## src/rtl/core/pfr_pkg.sv

```systemverilog
// Shared constants, types and helper functions for the polyphase FIR resampler.
// No dependencies; every other file in rtl/core imports this package.
`default_nettype none
package pfr_pkg;

  localparam int MAX_TAPS    = 64;
  localparam int MAX_FACTOR  = 8;
  localparam int SAMPLE_BITS = 16;

  localparam int DLY_DEPTH = MAX_TAPS + MAX_FACTOR;
  localparam int DLY_AW    = $clog2(DLY_DEPTH);
  localparam int TAP_AW    = $clog2(MAX_TAPS);
  localparam int PTR_W     = $clog2(MAX_TAPS);
  localparam int LEN_W     = $clog2(MAX_TAPS + 1);
  localparam int BANK_W    = $clog2(MAX_FACTOR);
  localparam int FACT_W    = 4;
  localparam int NTAP_W    = 7;
  localparam int CIDX_W    = 6;
  localparam int CFG_IW    = 2;
  localparam int CFG_DW    = 7;
  localparam int PROD_W    = 2 * SAMPLE_BITS;
  localparam int ACC_W     = 40;
  localparam int SAT_W     = ACC_W - SAMPLE_BITS + 2;
  localparam int RECIP_SH  = 16;
  localparam int RECIP_W   = RECIP_SH + 1;
  localparam int LENP_W    = NTAP_W + 1 + RECIP_W;

  localparam logic signed [SAT_W-1:0] SAT_HI = SAT_W'(2 ** (SAMPLE_BITS - 1) - 1);
  localparam logic signed [SAT_W-1:0] SAT_LO = SAT_W'(-(2 ** (SAMPLE_BITS - 1)));

  // configuration register indexes
  localparam logic [CFG_IW-1:0] CFG_MODE   = 2'd0;
  localparam logic [CFG_IW-1:0] CFG_FACTOR = 2'd1;
  localparam logic [CFG_IW-1:0] CFG_TAPS   = 2'd2;

  // item kinds and resample modes
  localparam logic ITEM_SAMPLE  = 1'b0;
  localparam logic ITEM_COEF    = 1'b1;
  localparam logic RMODE_INTERP = 1'b0;
  localparam logic RMODE_DECIM  = 1'b1;

  typedef struct packed {
    logic coef_wr;
    logic start;
    logic calc_base;
    logic write_sample;
    logic issue;
    logic finish;
    logic next_bank;
  } pfr_cmd_t;

  typedef struct packed {
    logic decim;
    logic last_bank;
    logic issue_last;
    logic pipe_empty;
    logic out_busy;
  } pfr_stat_t;

  function automatic logic [FACT_W-1:0] eff_factor(input logic [FACT_W-1:0] f);
    logic [FACT_W-1:0] r;
    if (f == '0) r = FACT_W'(1);
    else if (int'(f) > MAX_FACTOR) r = FACT_W'(MAX_FACTOR);
    else r = f;
    return r;
  endfunction

  function automatic logic [NTAP_W-1:0] eff_taps(input logic [NTAP_W-1:0] n);
    logic [NTAP_W-1:0] r;
    if (n == '0) r = NTAP_W'(1);
    else if (int'(n) > MAX_TAPS) r = NTAP_W'(MAX_TAPS);
    else r = n;
    return r;
  endfunction

  // ceil(2^16 / f), exact enough for numerators below 2^8
  function automatic logic [RECIP_W-1:0] recip(input logic [FACT_W-1:0] f);
    logic [RECIP_W-1:0] r;
    case (f)
      4'd2:    r = RECIP_W'(32768);
      4'd3:    r = RECIP_W'(21846);
      4'd4:    r = RECIP_W'(16384);
      4'd5:    r = RECIP_W'(13108);
      4'd6:    r = RECIP_W'(10923);
      4'd7:    r = RECIP_W'(9363);
      4'd8:    r = RECIP_W'(8192);
      default: r = RECIP_W'(65536);
    endcase
    return r;
  endfunction

  // bank length ceil(n / f) by reciprocal multiply
  function automatic logic [LEN_W-1:0] calc_len(input logic [NTAP_W-1:0] n,
                                                input logic [FACT_W-1:0] f);
    logic [NTAP_W:0]    num;
    logic [LENP_W-1:0]  prod;
    num  = (NTAP_W+1)'(n) + (NTAP_W+1)'(f) - (NTAP_W+1)'(1);
    prod = LENP_W'(num) * LENP_W'(recip(f));
    return LEN_W'(prod >> RECIP_SH);
  endfunction

  // round half up then saturate to the sample width
  function automatic logic [SAMPLE_BITS-1:0] round_sat(input logic signed [ACC_W-1:0] a);
    logic [ACC_W:0]          r;
    logic signed [SAT_W-1:0] s;
    logic [SAMPLE_BITS-1:0]  o;
    r = {a[ACC_W-1], a} + (ACC_W+1)'(2 ** (SAMPLE_BITS - 2));
    s = r[ACC_W:SAMPLE_BITS-1];
    if (s > SAT_HI) o = {1'b0, {(SAMPLE_BITS-1){1'b1}}};
    else if (s < SAT_LO) o = {1'b1, {(SAMPLE_BITS-1){1'b0}}};
    else o = s[SAMPLE_BITS-1:0];
    return o;
  endfunction

endpackage
`default_nettype wire

```

## src/rtl/core/pfr_ctrl.sv

```systemverilog
// Sequencer for the resampler: walks each bank through base, write, MAC, drain and emit.
// Depends on pfr_pkg; drives pfr_dp through pfr_cmd_t, watches pfr_stat_t.
`default_nettype none
module pfr_ctrl (
  input  wire logic              clk,
  input  wire logic              rst,
  input  wire logic              in_valid,
  input  wire logic              mode,
  output logic                   in_stall,
  output pfr_pkg::pfr_cmd_t      cmd,
  input  wire pfr_pkg::pfr_stat_t stat
);
  import pfr_pkg::*;

  localparam logic [2:0] S_IDLE  = 3'd0;
  localparam logic [2:0] S_BASE  = 3'd1;
  localparam logic [2:0] S_WRITE = 3'd2;
  localparam logic [2:0] S_MAC   = 3'd3;
  localparam logic [2:0] S_DRAIN = 3'd4;
  localparam logic [2:0] S_EMIT  = 3'd5;

  logic [2:0] state, state_next;

  assign in_stall = (state != S_IDLE);

  always_comb begin
    state_next = state;
    cmd        = '0;
    unique case (state)
      S_IDLE: begin
        if (in_valid) begin
          if (mode == ITEM_COEF) begin
            cmd.coef_wr = 1'b1;
          end else begin
            cmd.start  = 1'b1;
            state_next = S_BASE;
          end
        end
      end
      S_BASE: begin
        cmd.calc_base = 1'b1;
        state_next    = S_WRITE;
      end
      S_WRITE: begin
        cmd.write_sample = 1'b1;
        state_next       = S_MAC;
      end
      S_MAC: begin
        cmd.issue = 1'b1;
        if (stat.issue_last) state_next = S_DRAIN;
      end
      S_DRAIN: begin
        if (stat.pipe_empty) state_next = S_EMIT;
      end
      S_EMIT: begin
        if (!stat.out_busy) begin
          cmd.finish = 1'b1;
          if (!stat.decim && !stat.last_bank) begin
            cmd.next_bank = 1'b1;
            state_next    = S_BASE;
          end else begin
            state_next = S_IDLE;
          end
        end
      end
      default: state_next = S_IDLE;
    endcase
  end

  always_ff @(posedge clk) begin
    if (rst) state <= S_IDLE;
    else     state <= state_next;
  end

endmodule
`default_nettype wire

```

## src/rtl/core/pfr_dp.sv

```systemverilog
// Datapath: config registers, tap and delay memories, bank pointers, MAC pipe,
// decimation sum and output register. Depends on pfr_pkg; steered by pfr_ctrl.
`default_nettype none
module pfr_dp (
  input  wire logic                                       clk,
  input  wire logic                                       rst,
  input  wire pfr_pkg::pfr_cmd_t                          cmd,
  output pfr_pkg::pfr_stat_t                              stat,
  input  wire logic                                       cfg_valid,
  input  wire logic [pfr_pkg::CFG_IW-1:0]                 cfg_index,
  input  wire logic [pfr_pkg::CFG_DW-1:0]                 cfg_data,
  input  wire logic signed [pfr_pkg::SAMPLE_BITS-1:0]     sample,
  input  wire logic [pfr_pkg::CIDX_W-1:0]                 coef_index,
  input  wire logic signed [pfr_pkg::SAMPLE_BITS-1:0]     coef_value,
  input  wire logic                                       out_stall,
  output logic                                            out_valid,
  output logic [pfr_pkg::SAMPLE_BITS-1:0]                 out_sample,
  output logic                                            last
);
  import pfr_pkg::*;

  // configuration and values derived from it
  logic              rmode;
  logic [FACT_W-1:0] factor_q;
  logic [NTAP_W-1:0] taps_q;
  logic [FACT_W-1:0] eff_f;
  logic [NTAP_W-1:0] eff_n;
  logic [LEN_W-1:0]  lb;
  logic              cfg_clr;
  logic              clr;

  // per-item state
  logic signed [SAMPLE_BITS-1:0] x_q;
  logic [BANK_W-1:0]             bank;
  logic [BANK_W-1:0]             phase;
  logic [DLY_AW-1:0]             base;
  logic [BANK_W+LEN_W-1:0]       base_full;
  logic [PTR_W-1:0]              ptr [MAX_FACTOR];
  logic [PTR_W-1:0]              p_cur;
  logic [PTR_W-1:0]              p_use;
  logic [PTR_W-1:0]              idx;
  logic [PTR_W-1:0]              j;
  logic [DLY_AW-1:0]             tap;
  logic [DLY_AW-1:0]             rd_addr;
  logic [DLY_AW-1:0]             wr_addr;

  // memories with per-entry valid flags
  logic signed [SAMPLE_BITS-1:0] coef_mem [MAX_TAPS];
  logic signed [SAMPLE_BITS-1:0] dly_mem  [DLY_DEPTH];
  logic [MAX_TAPS-1:0]           coef_vld;
  logic [DLY_DEPTH-1:0]          dly_vld;
  logic                          cidx_ok;

  // MAC pipe
  logic                          rd_v, prod_v;
  logic signed [SAMPLE_BITS-1:0] coef_q, dly_q;
  logic                          coef_ok, dly_ok;
  logic signed [SAMPLE_BITS-1:0] coef_use, dly_use;
  logic signed [PROD_W-1:0]      prod;
  logic signed [ACC_W-1:0]       acc;
  logic signed [ACC_W-1:0]       decim_sum;
  logic signed [ACC_W-1:0]       sum_tot;

  logic last_bank, group_done, emit;

  always_comb begin
    cfg_clr = 1'b0;
    if (cfg_valid) begin
      unique case (cfg_index)
        CFG_MODE, CFG_FACTOR, CFG_TAPS: cfg_clr = 1'b1;
        default:                        cfg_clr = 1'b0;
      endcase
    end
  end
  assign clr = cfg_clr | cmd.coef_wr;

  always_ff @(posedge clk) begin
    if (rst) begin
      rmode    <= RMODE_INTERP;
      factor_q <= FACT_W'(1);
      taps_q   <= NTAP_W'(MAX_TAPS);
    end else if (cfg_valid) begin
      unique case (cfg_index)
        CFG_MODE:   rmode    <= cfg_data[0];
        CFG_FACTOR: factor_q <= cfg_data[FACT_W-1:0];
        CFG_TAPS:   taps_q   <= cfg_data[NTAP_W-1:0];
        default:    ;
      endcase
    end
  end

  assign eff_f = eff_factor(factor_q);
  assign eff_n = eff_taps(taps_q);

  // bank length is registered from the config registers; a taken sample passes base and write before its first read
  always_ff @(posedge clk) begin
    lb <= calc_len(eff_n, eff_f);
  end

  assign last_bank  = (FACT_W'(bank) + FACT_W'(1)) == eff_f;
  assign group_done = (FACT_W'(phase) + FACT_W'(1)) == eff_f;
  assign base_full  = (BANK_W+LEN_W)'(bank) * (BANK_W+LEN_W)'(lb);
  assign p_cur      = ptr[bank];
  assign p_use      = (LEN_W'(p_cur) >= lb) ? '0 : p_cur;
  assign wr_addr    = base + DLY_AW'(p_use);
  assign rd_addr    = base + DLY_AW'(idx);
  assign cidx_ok    = int'(coef_index) < MAX_TAPS;

  always_ff @(posedge clk) begin
    if (cmd.start) begin
      x_q <= sample;
    end
    if (cmd.calc_base) begin
      base <= base_full[DLY_AW-1:0];
    end
    if (cmd.write_sample) begin
      idx <= p_use;
      j   <= '0;
      tap <= DLY_AW'(bank);
    end else if (cmd.issue) begin
      idx <= (idx == '0) ? PTR_W'(lb - LEN_W'(1)) : idx - PTR_W'(1);
      j   <= j + PTR_W'(1);
      tap <= tap + DLY_AW'(eff_f);
    end
  end

  // bank select, pointers, phase and decimation sum
  always_ff @(posedge clk) begin
    if (rst || clr) begin
      for (int i = 0; i < MAX_FACTOR; i++) ptr[i] <= '0;
      phase     <= '0;
      decim_sum <= '0;
      bank      <= '0;
    end else begin
      if (cmd.start) begin
        bank <= (rmode == RMODE_DECIM) ? BANK_W'(eff_f - FACT_W'(1)) - phase : '0;
      end else if (cmd.next_bank) begin
        bank <= bank + BANK_W'(1);
      end
      if (cmd.write_sample) begin
        ptr[bank] <= ((LEN_W'(p_use) + LEN_W'(1)) == lb) ? '0 : p_use + PTR_W'(1);
      end
      if (cmd.finish && rmode == RMODE_DECIM) begin
        if (group_done) begin
          decim_sum <= '0;
          phase     <= '0;
        end else begin
          decim_sum <= sum_tot;
          phase     <= phase + BANK_W'(1);
        end
      end
    end
  end

  // tap memory
  always_ff @(posedge clk) begin
    if (cmd.coef_wr && cidx_ok) coef_mem[coef_index[TAP_AW-1:0]] <= coef_value;
    if (cmd.issue) coef_q <= coef_mem[tap[TAP_AW-1:0]];
  end

  // delay memory, all banks packed at base = bank * bank length
  always_ff @(posedge clk) begin
    if (cmd.write_sample) dly_mem[wr_addr] <= x_q;
    if (cmd.issue) dly_q <= dly_mem[rd_addr];
  end

  always_ff @(posedge clk) begin
    if (rst) begin
      coef_vld <= '0;
      dly_vld  <= '0;
    end else begin
      if (cmd.coef_wr && cidx_ok) coef_vld[coef_index[TAP_AW-1:0]] <= 1'b1;
      if (clr) dly_vld <= '0;
      else if (cmd.write_sample) dly_vld[wr_addr] <= 1'b1;
    end
  end

  // padding taps read as zero
  always_ff @(posedge clk) begin
    if (cmd.issue) begin
      coef_ok <= coef_vld[tap[TAP_AW-1:0]] &&
                 ((NTAP_W+DLY_AW)'(tap) < (NTAP_W+DLY_AW)'(eff_n));
      dly_ok  <= dly_vld[rd_addr];
    end
  end

  assign coef_use = coef_ok ? coef_q : '0;
  assign dly_use  = dly_ok  ? dly_q  : '0;

  always_ff @(posedge clk) begin
    if (rst) begin
      rd_v   <= 1'b0;
      prod_v <= 1'b0;
    end else begin
      rd_v   <= cmd.issue;
      prod_v <= rd_v;
    end
  end

  always_ff @(posedge clk) begin
    if (rd_v) prod <= dly_use * coef_use;
    if (cmd.write_sample) acc <= '0;
    else if (prod_v) acc <= acc + {{(ACC_W-PROD_W){prod[PROD_W-1]}}, prod};
  end

  assign sum_tot = decim_sum + acc;
  assign emit    = cmd.finish && (rmode == RMODE_INTERP || group_done);

  always_ff @(posedge clk) begin
    if (rst) out_valid <= 1'b0;
    else if (emit) out_valid <= 1'b1;
    else if (!out_stall) out_valid <= 1'b0;
  end

  always_ff @(posedge clk) begin
    if (emit) begin
      if (rmode == RMODE_INTERP) begin
        out_sample <= round_sat(acc);
        last       <= last_bank;
      end else begin
        out_sample <= round_sat(sum_tot);
        last       <= 1'b1;
      end
    end
  end

  always_comb begin
    stat.decim      = (rmode == RMODE_DECIM);
    stat.last_bank  = last_bank;
    stat.issue_last = (LEN_W'(j) + LEN_W'(1)) == lb;
    stat.pipe_empty = !rd_v && !prod_v;
    stat.out_busy   = out_valid && out_stall;
  end

endmodule
`default_nettype wire

```

## src/rtl/core/polyphase_fir_resampler_unit.sv

```systemverilog
// Polyphase FIR resampler, Q1.15 in and out, F banks of a prototype of up to 64 taps.
//
// Input channel (in_valid / in_stall): mode 0 carries a sample, mode 1 writes
// tap coef_value at coef_index. A word is taken when in_valid is high and
// in_stall low. A coefficient word leaves in_stall low and yields nothing.
// Output channel (out_valid / out_stall): out_sample with last on the final
// word produced by an input sample. Interpolate mode gives F words per sample,
// bank 0 first; decimate mode gives one word every F samples.
// Config channel (cfg_valid / cfg_ready, always ready): index 0 mode, 1 factor,
// 2 tap count. Writes to indexes 0 to 2 and coefficient writes clear delay lines and phase.
// Each bank of Lb = ceil(taps / F) taps goes through base, write, MAC, drain
// and emit, on the single shared multiply-accumulate reading one tap and one
// delay entry per cycle. A sample runs all F banks when interpolating and one
// bank when decimating.
// in_stall is high while a sample is being worked on. A result waits in the
// output register under out_stall; the sequencer holds before overwriting it.
// Synchronous reset clears config to interpolate, factor 1, 64 taps, and
// marks all taps and delay entries as zero; no clearing pass is needed.
// Depends on pfr_pkg, pfr_ctrl and pfr_dp.
`default_nettype none
module polyphase_fir_resampler_unit (
  input  wire logic                                   clk,
  input  wire logic                                   rst,
  input  wire logic                                   in_valid,
  output logic                                        in_stall,
  input  wire logic                                   mode,
  input  wire logic signed [pfr_pkg::SAMPLE_BITS-1:0] sample,
  input  wire logic [pfr_pkg::CIDX_W-1:0]             coef_index,
  input  wire logic signed [pfr_pkg::SAMPLE_BITS-1:0] coef_value,
  output logic                                        out_valid,
  input  wire logic                                   out_stall,
  output logic [pfr_pkg::SAMPLE_BITS-1:0]             out_sample,
  output logic                                        last,
  input  wire logic                                   cfg_valid,
  output logic                                        cfg_ready,
  input  wire logic [pfr_pkg::CFG_IW-1:0]             cfg_index,
  input  wire logic [pfr_pkg::CFG_DW-1:0]             cfg_data
);
  import pfr_pkg::*;

  pfr_cmd_t  cmd;
  pfr_stat_t stat;

  assign cfg_ready = 1'b1;

  pfr_ctrl u_ctrl (
    .clk      (clk),
    .rst      (rst),
    .in_valid (in_valid),
    .mode     (mode),
    .in_stall (in_stall),
    .cmd      (cmd),
    .stat     (stat)
  );

  pfr_dp u_dp (
    .clk        (clk),
    .rst        (rst),
    .cmd        (cmd),
    .stat       (stat),
    .cfg_valid  (cfg_valid),
    .cfg_index  (cfg_index),
    .cfg_data   (cfg_data),
    .sample     (sample),
    .coef_index (coef_index),
    .coef_value (coef_value),
    .out_stall  (out_stall),
    .out_valid  (out_valid),
    .out_sample (out_sample),
    .last       (last)
  );

  // a sample word keeps the block busy for at least the next cycle
  a_sample_busy: assert property (@(posedge clk) disable iff (rst)
    in_valid && !in_stall && mode == ITEM_SAMPLE |=> in_stall)
    else $error("sample word did not start processing");

  // a coefficient word leaves the input free in the next cycle
  a_coef_quick: assert property (@(posedge clk) disable iff (rst)
    in_valid && !in_stall && mode == ITEM_COEF |=> !in_stall)
    else $error("coefficient word held the input");

  // decimated results are always the final word of their sample
  a_decim_last: assert property (@(posedge clk) disable iff (rst)
    $rose(out_valid) && stat.decim |-> last)
    else $error("decimated word without last");

  // nothing left in the MAC pipe when the block is ready for a new word
  a_idle_empty: assert property (@(posedge clk) disable iff (rst)
    !in_stall |-> stat.pipe_empty)
    else $error("MAC pipe busy while idle");

endmodule
`default_nettype wire

```

## config.mk

```make
export PLATFORM = sky130hd
export DESIGN_NAME = polyphase_fir_resampler_unit
export DESIGN_NICKNAME = d
export VERILOG_FILES = /design/src/rtl/core/pfr_pkg.sv /design/src/rtl/core/pfr_ctrl.sv /design/src/rtl/core/pfr_dp.sv /design/src/rtl/core/polyphase_fir_resampler_unit.sv
export SDC_FILE = /design/constraint.sdc
export NUM_CORES = 2
export LEC_CHECK = 0
export BUFFER_PORTS_ARGS = -buffer_cell sky130_fd_sc_hd__buf_4
export CAP_MARGIN = 20
export CELL_PAD_IN_SITES_DETAIL_PLACEMENT = 1
export CELL_PAD_IN_SITES_GLOBAL_PLACEMENT = 2
export CORE_ASPECT_RATIO = 0.9
export CORE_MARGIN = 3
export CORE_UTILIZATION = 25
export DETAILED_ROUTE_END_ITERATION = 10
export GPL_ROUTABILITY_DRIVEN = 0
export PLACE_DENSITY = 0.45
export SLEW_MARGIN = 0
export SYNTH_ARGS = -nofsm -noshare
export SYNTH_HDL_FRONTEND = slang
export SYNTH_SLANG_ARGS = --single-unit
```

## constraint.sdc

```tcl
create_clock -name clk -period 7.9 [get_ports clk]
set_clock_uncertainty 0.05 [all_clocks]
set_input_delay 0.395 -clock clk [delete_from_list [all_inputs] [get_ports clk]]
set_output_delay 0.395 -clock clk [all_outputs]
set_load 0.005 [all_outputs]
```

==> reports/results.tsv <==
stage	metric	value	unit
synth	mux cell area share after synthesis	14.9	%
final_layout	most frequent cells in the layout	2,339 x edfxtp_1, 742 x mux4_2, 683 x nor2_1, 449 x inv_1, 428 x nand2_1	
floorplanning	row count	240	
power_and_ir_drop	PD cells	326	nW/um2
synth	post-synth net total	7937	
place	Buffers on Ports	71	
cts	H-tree Lvls	5	
final_layout	area of the multi-input gates	41900	um2
synth	Post-Synth Adder-Cell Area	8.61	%
sta	Sum Neg Setup Slack	0	ps
synth	Netlist cell types	101	
synth	Avg Synthesized Cell Area	16.4	um2
place	placed cell area	129000	um2
worst_setup_path	R2R depth	25	
power_and_ir_drop	part of the power in registers	35.0	%
floorplanning	Die ar.	486000	um2
floorplanning	Die H	662	um
flow_run	Max-cap violations	0	
worst_setup_path	crit end category	flop	
drt	vias per cell	4.63	
synth	Synth Area in Simple Gates	5.97	%
power_and_ir_drop	switching pwr	15.6	mW
power_and_ir_drop	Clk pwr share	30.7	%
sta	Final period util	94.9	%
worst_setup_path	worst r2r dst	u_dp.prod[30]	
worst_hold_path	WHS Path Cells	2	
cts	total CTS buffers	308	
synth	Synth Register Bits	2599	
sta	Final Setup Violations	0	
power_and_ir_drop	Sw Share	34.3	%
final_layout	Layout area overhead	17.1	%
drt	WL final	392	mm
cts	worst skew pair latency	950	ps
cts	Root Buffer	clkbuf_16	
sta	fin crit period	7500	ps
grt	GR Util All Layers	15.9	%
drt	initial drt markers	4824	
sta	final-report max-slew violation count	0	
outcome	status	complete, no violations	
grt	global-route wire length before repair	556	mm
synth	Async SR Flop Fraction	0	%
worst_setup_path	Reg-to-Reg Start	u_dp.dly_ok	
floorplanning	I/O pins	73	
floorplanning	effective utilization at floorplan	25.1	%
worst_setup_path	crit path max fanout	34	
sta	Rel. slew slack	20.0	%
power_and_ir_drop	static leakage	46.7	nW
grt	number of global-route vias before repair	70700	
synth	Post-Synthesis Cells	7276	
cts	buffer depth of the longest clock path	4	
final_layout	fin area	140000	um2
synth	register area share after synthesis	63.1	%
sta	Fmax	133	MHz
power_and_ir_drop	internal power	29.9	mW
worst_hold_path	Min-Delay Endpoint	u_dp.x_q[14]	
drt	Pre-antenna DRT Iters	5	
worst_setup_path	crit path launch type	flop	
final_layout	most common library cell in the layout ignoring fill and taps	edfxtp_1	
sta	Fin. Hold Viols	0	
power_and_ir_drop	Peak VDD IR	0.000422	V
grt	initial antenna violation count	49	
grt	grt ovf	0	
sta	worst slew pin tran	1200	ps
cts	clock transition at the registers of the reported paths	60	ps
synth	mapped cell area	120000	um2
final_layout	Fillers	49300	
final_layout	sequential cell area	75500	um2
final_layout	share of post-route cells with drive strength above 1	22.1	%
worst_setup_path	CP arrival	8190	ps
synth	combinational family with the most area after synthesis	multiplexers	
synth	Synth Area in Compound Gates	3.45	%
final_layout	nets	8296	
worst_hold_path	min-delay src	sample[14]	
cts	TritonCTS sink count	2599	
worst_setup_path	Crit Path Category	reg -> reg	
drt	Avg WL per Cell	27.6	um
drt	vias	65700	
floorplanning	core area	476000	um2
power_and_ir_drop	Logic pwr share	34.3	%
place	hpwl dp	252	mm
synth	EDFF count, synth	2339	
synth	YS warnings	0	
worst_setup_path	Critical Path RT	8590	ps
grt	largest net degree at the start of global routing	101	
sta	RSZ-0062 raised after global routing	false	
synth	post-synthesis xor/xnor area fraction	1.48	%
drt	drc violations	0	
drt	Routed Antenna Nets	0	
worst_setup_path	FF-to-FF setup slack	400	ps
synth	Top FF cell, synth	edfxtp_1	
floorplanning	die width	735	um
cts	CTS tree	built	
worst_hold_path	Min-Delay Path Class	in -> reg	
==> per-layer routing <==
metal / wire, um / share of wire (%) / GRT usage [%]
met5: 49 / 0.013 / 0
met4: 7620 / 1.9 / 3.12
met3: 13600 / 3.5 / 1.75
met2: 173000 / 44 / 24.1
met1: 198000 / 50 / 24.4
==> sequential cells by signal (all words and copies together) (netlist names), 7 cells and up, named ones only <==
name	flops
u_dp.coef_q	16
u_dp.dly_q	16
u_dp.coef_vld	64
u_dp.prod	32
u_dp.decim_sum	40
u_dp.lb	7
u_dp.ptr	48
u_dp.out_sample	16
u_dp.x_q	16
u_dp.tap	7
u_dp.coef_mem	1024
u_dp.dly_vld	72
u_dp.dly_mem	1152
u_dp.base	7
u_dp.taps_q	7
u_dp.acc	40
==> layout make-up <==
type	instances	area share, %
antenna	14	0.0250
clock inverter	151	1.11
timing repair buffer	374	2.28
sequential	2599	53.9
inverter	452	1.21
clock buffer	403	5.93
tap	6292	5.62
multi-input combinational	3900	29.9
==> cells by family after synthesis <==
logic type,count (synthesis)
other cells,1
flops,2599
mux,848
buf+inv,777
compound gates,608
fa+ha+maj,608
simple gates,1636
xor+xnor,199
==> cells in the mapped netlist (101+ instances only) <==
| library cell | count | share of area (%) |
|---|---|---|
| o21ai_0 | 101 | 0.42 |
| a21oi_1 | 165 | 0.69 |
| edfxtp_1 | 2339 | 59 |
| xnor2_1 | 141 | 1.0 |
| fa_1 | 358 | 6.0 |
| nor2_1 | 822 | 2.6 |
| mux4_2 | 742 | 14 |
| nand2_1 | 429 | 1.3 |
| inv_1 | 450 | 1.4 |
| ha_1 | 250 | 2.6 |
| dfxtp_1 | 260 | 4.4 |
| clkbuf_1 | 249 | 0.78 |
==> worst max-delay path: stages, from the launching register on <==
cell,delay (ps)
edfxtp_1,320
buf_4,300
and2_1,560
nand2_1,140
fa_1,510
inv_1,50
fa_1,480
inv_1,60
fa_1,510
fa_1,550
inv_1,50
fa_1,470
inv_1,50
fa_1,470
inv_1,40
ha_1,320
and3_1,200
a31oi_1,320
a211oi_1,170
o31a_1,310
nor2_1,270
o21ai_0,200
a21o_1,220
a21o_1,210
or4_1,400
nand3_1,100
==> worst max path at each step <==
stage	from	end	slack (ps)
floorplan	u_dp.factor_q[1]	u_dp.lb[6]	570
global placement	u_dp.taps_q[2]	u_dp.lb[6]	250
detailed placement	u_dp.coef_ok	u_dp.prod[30]	340
CTS	u_dp.coef_ok	u_dp.prod[30]	280
global route	u_dp.dly_ok	u_dp.prod[31]	7
finish	u_dp.dly_ok	u_dp.prod[30]	400
==> through the flow <==
stage	hold slack [ps]	total power, mW	setup WS [ps]	util, %	cells
after global placement	394	32.2	252	27.2	13600
after floorplan	385	25.8	573	-	7276
after CTS	136	46.6	279	29.4	14200
final	238	45.6	403	29.4	14200
after detailed placement	402	32.3	339	27.2	13600
after global routing	165	48.0	7.15	29.4	14200
==> power by group through the flow <==
stage          Sequential [mW]  Clock (mW)  Combinational, mW
2_1_floorplan             16.1           0               9.66
3_3_place_gp              16.2           0               16.0
3_5_place_dp              16.2           0               16.1
4_1_cts                   16.0        14.5               16.2
5_1_grt                   16.0        15.0               17.0
6_report                  15.9        14.0               15.6
==> what timing repair did <==
action | in CTS | in global routing
buffers inserted | 0 | 2
setup endpoints to repair | 0 | 4
hold buffers | 52 | 0
hold endpoints to repair | 878 | 0
gates resized for setup | 0 | 7
Note: power is estimated with default switching activity, not from simulation.
